File: config.mk
export PLATFORM = sky130hd
export DESIGN_NAME = arp_cache_table_unit
export DESIGN_NICKNAME = d
export VERILOG_FILES = /design/src/hdl/arpc_pkg.sv /design/src/hdl/arp_cache_table_unit.sv
export VERILOG_INCLUDE_DIRS = /design/src /design/src/hdl
export SDC_FILE = /design/constraint.sdc
export NUM_CORES = 2
export LEC_CHECK = 0
export BUFFER_PORTS_ARGS = -buffer_cell sky130_fd_sc_hd__buf_4
export CORE_MARGIN = 4
export CORE_UTILIZATION = 45
export DETAILED_ROUTE_END_ITERATION = 10
export PLACE_DENSITY = 0.62
export SYNTH_ARGS = -nofsm -noshare
export SYNTH_HDL_FRONTEND = slang
export SYNTH_SLANG_ARGS = --single-unit
File: constraint.sdc
create_clock -name clk_i -period 17.5 [get_ports clk_i]
set_input_delay 4.375 -clock clk_i [delete_from_list [all_inputs] [get_ports clk_i]]
set_output_delay 4.375 -clock clk_i [all_outputs]
set_load 0.05 [all_outputs]
File: src/hdl/assert_macros.svh
// Assertion helpers shared by the RTL
`ifndef ASSERT_MACROS_SVH
`define ASSERT_MACROS_SVH

// clocked assertion, off during reset
`define ARPC_ASSERT(lbl, prop, msg) \
  lbl: assert property (@(posedge clk_i) disable iff (!rst_ni) prop) else $error(msg);

// clocked assertion, also checked during reset
`define ARPC_ASSERT_ALWAYS(lbl, prop, msg) \
  lbl: assert property (@(posedge clk_i) prop) else $error(msg);

`endif

File: src/hdl/arpc_pkg.sv
package arpc_pkg;

  localparam int unsigned ENTRIES = 16;
  localparam int unsigned IDX_W   = $clog2(ENTRIES);
  localparam int unsigned CNT_W   = $clog2(ENTRIES + 1);

  localparam int unsigned IP_W    = 32;
  localparam int unsigned MAC_W   = 48;
  localparam int unsigned TIME_W  = 32;
  localparam int unsigned LEASE_W = 16;
  localparam int unsigned CFG_W   = 48;
  localparam int unsigned CIDX_W  = 2;

  localparam logic [LEASE_W-1:0] LEASE_RESET = 16'd300;

  typedef enum logic [2:0] {
    OP_INSERT = 3'd0,
    OP_UPDATE = 3'd1,
    OP_LK_IP  = 3'd2,
    OP_LK_MAC = 3'd3,
    OP_TICK   = 3'd4
  } op_e;

  typedef enum logic [CIDX_W-1:0] {
    REG_LOCAL_IP  = 2'd0,
    REG_LOCAL_MAC = 2'd1,
    REG_LEASE     = 2'd2
  } reg_e;

  typedef enum logic [2:0] {
    ST_IDLE,
    ST_SCAN,
    ST_TICK_RD,
    ST_TICK_CHK,
    ST_DONE
  } state_e;

  typedef struct packed {
    logic [2:0]       opcode;
    logic [IP_W-1:0]  ip_addr;
    logic [MAC_W-1:0] mac_addr;
  } in_t;

  typedef struct packed {
    logic             hit;
    logic             from_local;
    logic [IP_W-1:0]  ip_result;
    logic [MAC_W-1:0] mac_result;
    logic [CNT_W-1:0] entry_count;
  } out_t;

  typedef struct packed {
    logic [IP_W-1:0]   ip;
    logic [MAC_W-1:0]  mac;
    logic [TIME_W-1:0] expiry;
  } entry_t;

  localparam logic [IDX_W:0]   ENTRIES_X = (IDX_W + 1)'(ENTRIES);
  localparam logic [CNT_W-1:0] CNT_FULL  = CNT_W'(ENTRIES);

  // (a + b) mod ENTRIES for ring slots
  function automatic logic [IDX_W-1:0] slot_add(input logic [IDX_W-1:0] a,
                                                input logic [IDX_W-1:0] b);
    logic [IDX_W:0] s;
    s = {1'b0, a} + {1'b0, b};
    if (s >= ENTRIES_X) begin
      s = s - ENTRIES_X;
    end
    return s[IDX_W-1:0];
  endfunction

endpackage

File: src/hdl/arp_cache_table_unit.sv
// ARP cache: a ring of 16 IP/MAC/expiry entries, oldest at the head, served by
// one sequencer over an entry memory with one read port and one write port.
// Insert, unknown opcodes and lookups of the own address go straight to the
// result. A tick advances the time and drops expired entries from the head,
// one after the other, until the head entry is unexpired or the ring is empty.
// Update and lookup walk the valid entries one per cycle from the head; an
// update walks them all, a lookup stops at its first hit. The next item is
// taken as soon as the result sits in the output register.
`include "assert_macros.svh"

module arp_cache_table_unit import arpc_pkg::*; (
  input  logic              clk_i,
  input  logic              rst_ni,
  input  logic              cfg_we_i,
  input  logic [CIDX_W-1:0] cfg_idx_i,
  input  logic [CFG_W-1:0]  cfg_wdata_i,
  input  logic              in_valid_i,
  output logic              in_stall_o,
  input  in_t               in_i,
  output logic              out_valid_o,
  input  logic              out_stall_i,
  output out_t              out_o
);

  entry_t mem_q [ENTRIES];
  entry_t rd_q;

  state_e state_q, state_d;
  in_t    item_q, item_d;
  out_t   res_q, res_d, outr_q, outr_d;
  logic   out_vld_q, out_vld_d;

  logic [IP_W-1:0]    local_ip_q;
  logic [MAC_W-1:0]   local_mac_q;
  logic [LEASE_W-1:0] lease_q;

  logic [IDX_W-1:0]  head_q, head_d;
  logic [CNT_W-1:0]  cnt_q, cnt_d;
  logic [TIME_W-1:0] now_q, now_d;

  logic [IDX_W-1:0] iss_slot_q, iss_slot_d;
  logic [CNT_W-1:0] iss_cnt_q, iss_cnt_d;
  logic [IDX_W-1:0] rd_slot_q, rd_slot_d;
  logic             rd_vld_q, rd_vld_d;

  logic             accept;
  logic             mem_we;
  logic [IDX_W-1:0] mem_waddr, mem_raddr;
  entry_t           mem_wdata;

  logic             ins_full;
  logic [IDX_W-1:0] ins_head;
  logic [CNT_W-1:0] ins_cnt;
  logic             issue_more, rd_match, expired, out_free;
  logic [TIME_W-1:0] age;

  assign accept      = in_valid_i && !in_stall_o;
  assign in_stall_o  = (state_q != ST_IDLE);
  assign out_valid_o = out_vld_q;
  assign out_o       = outr_q;
  assign out_free    = !out_vld_q || !out_stall_i;

  assign ins_full = (cnt_q >= CNT_FULL);
  assign ins_head = ins_full ? slot_add(head_q, IDX_W'(1)) : head_q;
  assign ins_cnt  = ins_full ? CNT_FULL - CNT_W'(1) : cnt_q;

  assign issue_more = (iss_cnt_q < cnt_q);
  assign rd_match   = (item_q.opcode == OP_LK_MAC) ? (rd_q.mac == item_q.mac_addr)
                                                   : (rd_q.ip == item_q.ip_addr);
  assign age        = now_q - rd_q.expiry;
  assign expired    = (age != '0) && !age[TIME_W-1];

  // config registers
  always_ff @(posedge clk_i or negedge rst_ni) begin
    if (!rst_ni) begin
      local_ip_q  <= '0;
      local_mac_q <= '0;
      lease_q     <= LEASE_RESET;
    end else if (cfg_we_i) begin
      case (cfg_idx_i)
        REG_LOCAL_IP:  local_ip_q  <= cfg_wdata_i[IP_W-1:0];
        REG_LOCAL_MAC: local_mac_q <= cfg_wdata_i[MAC_W-1:0];
        REG_LEASE:     lease_q     <= cfg_wdata_i[LEASE_W-1:0];
        default: ;
      endcase
    end
  end

  // entry memory
  always_ff @(posedge clk_i) begin
    if (mem_we) begin
      mem_q[mem_waddr] <= mem_wdata;
    end
    rd_q <= mem_q[mem_raddr];
  end

  // next state
  always_comb begin
    state_d = state_q;
    case (state_q)
      ST_IDLE: begin
        if (accept) begin
          case (in_i.opcode)
            OP_UPDATE: state_d = ST_SCAN;
            OP_LK_IP:  state_d = (in_i.ip_addr == local_ip_q) ? ST_DONE : ST_SCAN;
            OP_LK_MAC: state_d = (in_i.mac_addr == local_mac_q) ? ST_DONE : ST_SCAN;
            OP_TICK:   state_d = ST_TICK_RD;
            default:   state_d = ST_DONE;
          endcase
        end
      end
      ST_SCAN: begin
        if (rd_vld_q && rd_match && (item_q.opcode != OP_UPDATE)) begin
          state_d = ST_DONE;
        end else if (!issue_more && !rd_vld_q) begin
          state_d = ST_DONE;
        end
      end
      ST_TICK_RD:  state_d = (cnt_q == '0) ? ST_DONE : ST_TICK_CHK;
      ST_TICK_CHK: state_d = expired ? ST_TICK_RD : ST_DONE;
      ST_DONE:     state_d = out_free ? ST_IDLE : ST_DONE;
      default:     state_d = ST_IDLE;
    endcase
  end

  // datapath
  always_comb begin
    item_d     = item_q;
    res_d      = res_q;
    outr_d     = outr_q;
    out_vld_d  = out_vld_q && out_stall_i;
    head_d     = head_q;
    cnt_d      = cnt_q;
    now_d      = now_q;
    iss_slot_d = iss_slot_q;
    iss_cnt_d  = iss_cnt_q;
    rd_slot_d  = rd_slot_q;
    rd_vld_d   = 1'b0;
    mem_we     = 1'b0;
    mem_waddr  = slot_add(ins_head, ins_cnt[IDX_W-1:0]);
    mem_wdata  = '{ip: in_i.ip_addr, mac: in_i.mac_addr,
                   expiry: now_q + TIME_W'(lease_q)};
    mem_raddr  = head_q;

    case (state_q)
      ST_IDLE: begin
        if (accept) begin
          item_d     = in_i;
          res_d      = '0;
          iss_slot_d = head_q;
          iss_cnt_d  = '0;
          case (in_i.opcode)
            OP_INSERT: begin
              mem_we = 1'b1;
              head_d = ins_head;
              cnt_d  = ins_cnt + CNT_W'(1);
            end
            OP_LK_IP: begin
              if (in_i.ip_addr == local_ip_q) begin
                res_d.hit        = 1'b1;
                res_d.from_local = 1'b1;
                res_d.mac_result = local_mac_q;
              end
            end
            OP_LK_MAC: begin
              if (in_i.mac_addr == local_mac_q) begin
                res_d.hit        = 1'b1;
                res_d.from_local = 1'b1;
                res_d.ip_result  = local_ip_q;
              end
            end
            OP_TICK: now_d = now_q + TIME_W'(1);
            default: ;
          endcase
        end
      end
      ST_SCAN: begin
        mem_raddr = iss_slot_q;
        if (rd_vld_q && rd_match) begin
          case (item_q.opcode)
            OP_UPDATE: begin
              mem_we        = 1'b1;
              mem_waddr     = rd_slot_q;
              mem_wdata     = rd_q;
              mem_wdata.mac = item_q.mac_addr;
            end
            OP_LK_IP: begin
              res_d.hit        = 1'b1;
              res_d.mac_result = rd_q.mac;
            end
            default: begin
              res_d.hit       = 1'b1;
              res_d.ip_result = rd_q.ip;
            end
          endcase
        end
        if (issue_more && !(rd_vld_q && rd_match && (item_q.opcode != OP_UPDATE))) begin
          rd_vld_d   = 1'b1;
          rd_slot_d  = iss_slot_q;
          iss_slot_d = slot_add(iss_slot_q, IDX_W'(1));
          iss_cnt_d  = iss_cnt_q + CNT_W'(1);
        end
      end
      ST_TICK_CHK: begin
        if (expired) begin
          head_d = slot_add(head_q, IDX_W'(1));
          cnt_d  = cnt_q - CNT_W'(1);
        end
      end
      ST_DONE: begin
        if (out_free) begin
          outr_d             = res_q;
          outr_d.entry_count = cnt_q;
          out_vld_d          = 1'b1;
        end
      end
      default: ;
    endcase
  end

  always_ff @(posedge clk_i or negedge rst_ni) begin
    if (!rst_ni) begin
      state_q   <= ST_IDLE;
      out_vld_q <= 1'b0;
      head_q    <= '0;
      cnt_q     <= '0;
      now_q     <= '0;
      rd_vld_q  <= 1'b0;
    end else begin
      state_q   <= state_d;
      out_vld_q <= out_vld_d;
      head_q    <= head_d;
      cnt_q     <= cnt_d;
      now_q     <= now_d;
      rd_vld_q  <= rd_vld_d;
    end
  end

  always_ff @(posedge clk_i) begin
    item_q     <= item_d;
    res_q      <= res_d;
    outr_q     <= outr_d;
    iss_slot_q <= iss_slot_d;
    iss_cnt_q  <= iss_cnt_d;
    rd_slot_q  <= rd_slot_d;
  end

  `ARPC_ASSERT(a_cnt_bound, cnt_q <= CNT_FULL, "entry count beyond ring size")
  `ARPC_ASSERT(a_busy_after_accept, accept |=> (state_q != ST_IDLE),
               "sequencer idle after a transfer in")
  `ARPC_ASSERT(a_rd_in_scan, rd_vld_q |-> (state_q == ST_SCAN),
               "entry read in flight outside a scan")
  `ARPC_ASSERT(a_local_implies_hit, out_vld_q |-> (outr_q.hit || !outr_q.from_local),
               "local answer without hit")

endmodule
# Word level (Yosys, flattened, before mapping)

Memory sizes are Yosys's and may differ from the RTL's. A register that Yosys moved wholly into a read port is not among the register bits.
Cells that the tools add are included.

$lt $le $gt $ge: 5
Reduce and logical (&&, ||, !) cells: 37
Multiplexer cells: 62
Shifts and indexed selects: 0
Bitwise logic cells: 0
Divide/modulo/power cells: 0
Eq/ne operators: 27
$add $sub $neg: 12
Multiply operators: 0

Operators by type and width:

| cell                                          | number |
|---|---|
| 2-to-1 mux 112 bit                            | 3 |
| one-hot mux 80 bit (2 select lines)           | 1 |
| 2-to-1 mux 48 bit                             | 3 |
| == test 48 bit                                | 2 |
| 2-to-1 mux 87 bit                             | 1 |
| 2-to-1 mux 80 bit                             | 1 |
| == test 32 bit                                | 2 |
| 2-to-1 mux 32 bit                             | 2 |
| 2-to-1 mux 4 bit                              | 13 |
| 2-to-1 mux 34 bit                             | 1 |
| adder 32 x 1 -> 32 bit, second input constant | 1 |
| adder 32 x 16 -> 32 bit                       | 1 |
| nonzero test 32 bit                           | 1 |
| subtractor 32 bit                             | 1 |
| 2-to-1 mux 5 bit                              | 6 |
| 2-to-1 mux 3 bit                              | 8 |
| >= comparator 5 bit, second input constant    | 4 |
| one-hot mux 5 bit (2 select lines)            | 2 |
| == test 3 x 2 -> 1 bit, second input constant | 6 |
| one-hot mux 4 bit (2 select lines)            | 2 |
| AND reduction 4 bit                           | 4 |
| one-hot mux 3 bit (5 select lines)            | 1 |
| AND reduction 2 bit                           | 7 |
| 2-to-1 mux 1 bit                              | 13 |
| 28 further kinds                              | 57 |

Input port bits: 138
Bits in read-only memories: 0
Output and inout bits: 89
Logic and storage cells: 168
Memories kept: 1
Bits in writable memories: 1792
Bits in latches: 0
Bits in registers: 407

Memories:

| name  | depth | width | rd ports | clocked after memory_dff | wr ports | line                       | source |
|---|---|---|---|---|---|---|---|
| mem_q | 16    | 112   | 1        | 1                        | 1        | arp_cache_table_unit.sv:25 | `entry_t mem_q [ENTRIES];` |

# Longest topological paths before layout

Depth in word-level cells: 10
Depth in mapped cells: 14
Depth with buffers taken out: 14

# Least setup slack after synthesis

Ideal clock, no wire load.

Kind: input to register
From: in in_i[81] in the netlist's numbering
To: mem mem_q[1][0] in the netlist's numbering, enable pin
Arrival: 9.739 ns
Required time: 16.916 ns
Stages on the path: 5
Setup time: 0.584 ns
Setup slack: 7.177 ns
Buffers on the path: 0
Path through: nor2_1 > and3_1 > nand2_1 > o32a_1 > nor2_1

Word-level cells in the longest chain between the ends: 6

Ends and longest elaborated chain:

| element                                | line                        | source |
|---|---|---|
| start, declared                        | arp_cache_table_unit.sv:19  | `input in_t in_i,` |
| logical NOT 3 bit                      | arp_cache_table_unit.sv:152 | `case (in_i.opcode)` |
| 2-to-1 mux 1 bit                       | arp_cache_table_unit.sv:152 |  |
| 2-to-1 mux 1 bit                       | arp_cache_table_unit.sv:147 | `if (accept) begin` |
| one-hot mux 1 bit (2 select lines)     | arp_cache_table_unit.sv:145 | `case (state_q)` |
| 2-to-1 mux 1 bit                       | arp_cache_table_unit.sv:91  | `if (mem_we) begin` |
| 2-to-1 mux 1 bit (not written as such) | arp_cache_table_unit.sv:92  | `mem_q[mem_waddr] <= mem_wdata;` |
| end, declared                          | arp_cache_table_unit.sv:25  |  |

Every way passes these cells.

# Worst setup path in the final report

From: reg item_q[80] in the netlist's numbering
To: mem mem_q[10][105] in the netlist's numbering, enable pin

Word-level cells in the longest chain between the ends: 7
Elaborated cells on any way between the ends: 12
Classes of those cells: eq/ne: 2; mux: 9; reduce/logical: 1

Ends and longest elaborated chain:

| element                                | line                        | source |
|---|---|---|
| start, declared                        | arp_cache_table_unit.sv:29  | `in_t item_q, item_d;` |
| start signal, assigned                 | arp_cache_table_unit.sv:240 | `item_q <= item_d;` |
| == test 3 x 2 -> 1 bit                 | arp_cache_table_unit.sv:68  | `assign rd_match = (item_q.opcode == OP_LK_MAC) ? (rd_q.mac == item_q.mac_addr)` |
| 2-to-1 mux 1 bit                       | arp_cache_table_unit.sv:68  |  |
| logical AND 1 bit                      | arp_cache_table_unit.sv:179 | `if (rd_vld_q && rd_match) begin` |
| 2-to-1 mux 1 bit                       | arp_cache_table_unit.sv:179 |  |
| one-hot mux 1 bit (2 select lines)     | arp_cache_table_unit.sv:145 |  |
| 2-to-1 mux 1 bit                       | arp_cache_table_unit.sv:91  |  |
| 2-to-1 mux 1 bit (not written as such) | arp_cache_table_unit.sv:92  |  |

Parallel ways exist; a longest one is shown, timed or not.

==> impl_metrics.py <==
metrics = {
    "run_status": {
        "status": "completed",
    },
    "timing": {
        "skew_ns": 0.0631,
        "worst_pin_slew_ns": 1.32,
        "max_slew_margin_pct": 12.1,
        "rsz0062_at_grt": "false",
        "fmax_ghz": 0.128,
        "final.setup.tns_ns": 0,
        "final.min_clock_period_ns": 7.79,
        "min_period_over_period_pct": 44.5,
        "hold_viol": 0,
        "maxSlewViolCount": 0,
        "setup_viol": 0,
    },
    "power_and_ir_drop": {
        "p_sw_mw": 6.88,
        "leakagePower_nw": 37.6,
        "pwr-share-seq_pct": 38.9,
        "internal_power_mw": 11.4,
        "p_sw_share_pct": 37.6,
        "peakVddDrop_mv": 0.148,
        "p_comb_share_pct": 33.8,
        "powerDensity_mw_per_mm2": 173,
        "pwr-share-clk_pct": 27.3,
    },
    "worst_setup_path": {
        "worst-path-buf-inv": 3,
        "end_kind": "flop",
        "worstPathRequired_ns": 17.95,
        "worst_ep_arrival_time_ns": 8.23,
        "cp_slowest_cell": "nor4_1",
        "max_stage_delay_ns": 0.98,
        "crit_family": "simple AND/OR/NAND/NOR gates",
        "startpoint_type": "flop",
        "cp_max_fo": 54,
        "crit_chain": "nand3b_1, nand4_1, nor4_1, nand4_1, nor4_1, o21ai_0, or3_4, buf_4, inv_4, a32oi_1, nor2_4, buf_4",
        "criticalPathCategory": "reg -> reg",
    },
    "global_routing": {
        "grt_overflow": 0,
        "grt_pass1_vias": 57442,
        "track_usage_pct": 24.5,
        "grt.met2_usage_pct": 38.4,
        "grt_start_max_net_pins": 178,
        "antenna_found_initial": 19,
        "met3_usage_pct": 3.87,
        "grt_use_met1_pct": 34.3,
        "grt_pass1_wl_mm": 393,
        "top_usage_layer": "met2",
    },
    "routing": {
        "drc": 0,
        "vias_per_cell": 5.87,
        "drt-pass1-iter-count": 6,
        "routed-via-count": 60242,
        "antenna_left": 0,
        "drt_iter0_markers": 7217,
        "detail_route.wl_per_cell_um": 26.3,
        "drt_wl_total_mm": 270,
    },
    "cts": {
        "clkLatencyLatePin_ns": 0.88,
        "clock-root-buffer": "clkbuf_16",
        "clockBufferDepth": 3,
        "cts_tree": "yes",
        "cts_sinks": 2311,
        "cts_hold_buf": 0,
        "clkTransAtPathRegs_ns": 0.06,
        "cts.htree.levels": 4,
        "post_cts_buffers": 0,
        "cts_buffers": 226,
        "ctsResizeCount": 0,
    },
    "synth": {
        "ys_async_sr_fraction_pct": 6.14,
        "syn-num-nets": 7437,
        "syn_inst": 7235,
        "synth_mux_area_share_pct": 1.26,
        "synthXorXnorAreaFrac_pct": 2.29,
        "syn_area_mm2": 0.0935,
        "syn_avg_cell_area_um2": 12.9,
        "yosysWarnings": 0,
        "synth_top_family_by_area": "simple AND/OR/NAND/NOR gates",
        "synth_compound_area_share_pct": 7.01,
        "synthFlopType": "edfxtp_1",
        "synthSimpleGateAreaFrac_pct": 14.2,
        "yosysSeqAreaShare_pct": 72.3,
        "synth_edf_count": 2057,
        "ys_ff_latch": 2311,
        "synthAdderAreaFrac_pct": 0.881,
        "synth.distinct_cells": 80,
    },
    "placement": {
        "dp_hpwl_mm": 158,
        "gp_congestion": 0.877,
        "port_buffers": 226,
        "dp_cells": 9812,
    },
    "layout": {
        "drive_gt1_share_pct": 11.1,
        "stdcell_count": 10256,
        "fin_util_pct": 51.1,
        "layout_common_cells": "2,142 x nand2_1, 2,057 x edfxtp_1, 488 x nand3_1, 338 x a311oi_1, 314 x buf_4",
        "final_common_cell": "nand2_1",
        "final_nets": 7540,
        "area_delta_synth_final_pct": 13.1,
        "fillers": 17290,
    },
    "min_path": {
        "hold_path.class": "reg -> reg",
    },
    "die": {
        "ioPinCount": 227,
        "die_x_um": 464,
        "start_util_pct": 45.2,
        "rows": 167,
        "core-area_mm2": 0.207,
        "dieArea_mm2": 0.215,
        "die_h_um": 464,
    },
    "flow_run": {
        "maxCapViolCount": 0,
    },
}
## worst register-to-register path, stage by stage (launching register included)
cell and delay [ns]:
edfxtp_1 0.45, nand3b_1 0.55, nand4_1 0.25, nor4_1 0.32, nand4_1 0.14, nor4_1 0.98
o21ai_0 0.59, or3_4 0.72, buf_4 0.40, inv_4 0.60, a32oi_1 0.51, nor2_4 0.89
buf_4 0.88
## Yosys cell counts (36+ instances only)
master    number  share of area, %
a21oi_1      173              0.93
a22o_1        81              0.76
a311oi_1     338               3.2
a31oi_1      118              0.79
and3_1       241               1.6
clkbuf_1     425               1.7
dfrtp_1      138               3.7
dfxtp_1      112               2.4
edfxtp_1    2057                66
ha_1          61              0.82
inv_1         65              0.26
mux2_2        99               1.2
nand2_1     2145               8.6
nand3_1      488               2.6
nand4_1       36              0.24
nor2_1        81              0.33
nor4_1        37              0.25
o21ai_0       69              0.37
xnor2_1      105              0.98
xor2_1       139               1.3
## per-stage QoR
stage               power, mW  cell area [µm²]  hold slack (ns)  setup WS, ns
floorplan                11.2            93500            0.400          7.18
global placement         13.3            98000            0.403          9.69
detailed placement       13.3            98000            0.405          9.62
CTS                      18.3           106000            0.414          9.88
global route             19.2           106000            0.409          9.30
finish                   18.3           106000            0.408          9.71
## power groups by stage
stage / logic [mW] / clock network (mW) / registers, mW
after floorplan: 4.00 / 0 / 7.19
after global placement: 6.05 / 0 / 7.21
after detailed placement: 6.11 / 0 / 7.22
after CTS: 6.15 / 5.06 / 7.10
after global routing: 6.74 / 5.30 / 7.14
final: 6.18 / 4.99 / 7.11
## logic make-up after synthesis
group,Yosys count
buffers and inverters,517
DFF,2311
AOI/OAI and AO/OA,893
xor gates and xnor gates,244
adders and majority gates,64
and+or+nand+nor,3101
muxes,105
## state kept, by name, summed over array words and instances, names as in the netlist
signal / cells
rd_vld_q: 1
local_ip_q: 32
res_q: 82
item_q: 83
lease_q: 16
out_o: 87
rd_q: 112
iss_slot_q: 4
now_q: 32
local_mac_q: 48
state_q: 3
mem_q: 1792
iss_cnt_q: 5
out_valid_o: 1
cnt_q: 5
rd_slot_q: 4
head_q: 4
## final cells by class
| cell class | instances | area (µm²) | area share (%) |
|---|---|---|---|
| diodes | 14 | 35.0 | 0.0331 |
| clock buffers | 295 | 6120 | 5.78 |
| clock inverters | 133 | 1560 | 1.48 |
| inverters | 65 | 249 | 0.236 |
| multi-input cells | 4407 | 24200 | 22.9 |
| flip-flops and latches | 2311 | 67600 | 63.9 |
| well taps | 2704 | 3380 | 3.20 |
| repair buffers | 327 | 2610 | 2.47 |
## per-layer routing
metal,up-vias,share of wire (%)
li1,26804,-
met1,30409,41
met2,2599,47
met3,426,7.8
met4,4,4.4
met5,-,0.0089
## path summary, 6_finish.rpt
path,slack [ns],to,from,cells after the start
worst max register to register,9.71,mem_q[10][105],item_q[80],12
worst min-delay path,0.41,out_o[55],res_q[55],0
max in group asynchronous,12.12,now_q[1],rst_ni,3
worst max-delay path,9.71,mem_q[10][105],item_q[80],12
worst min register to register,0.41,out_o[55],res_q[55],0
min in group asynchronous,3.42,local_mac_q[21],rst_ni,1
Note: power is estimated with default switching activity, not from simulation.
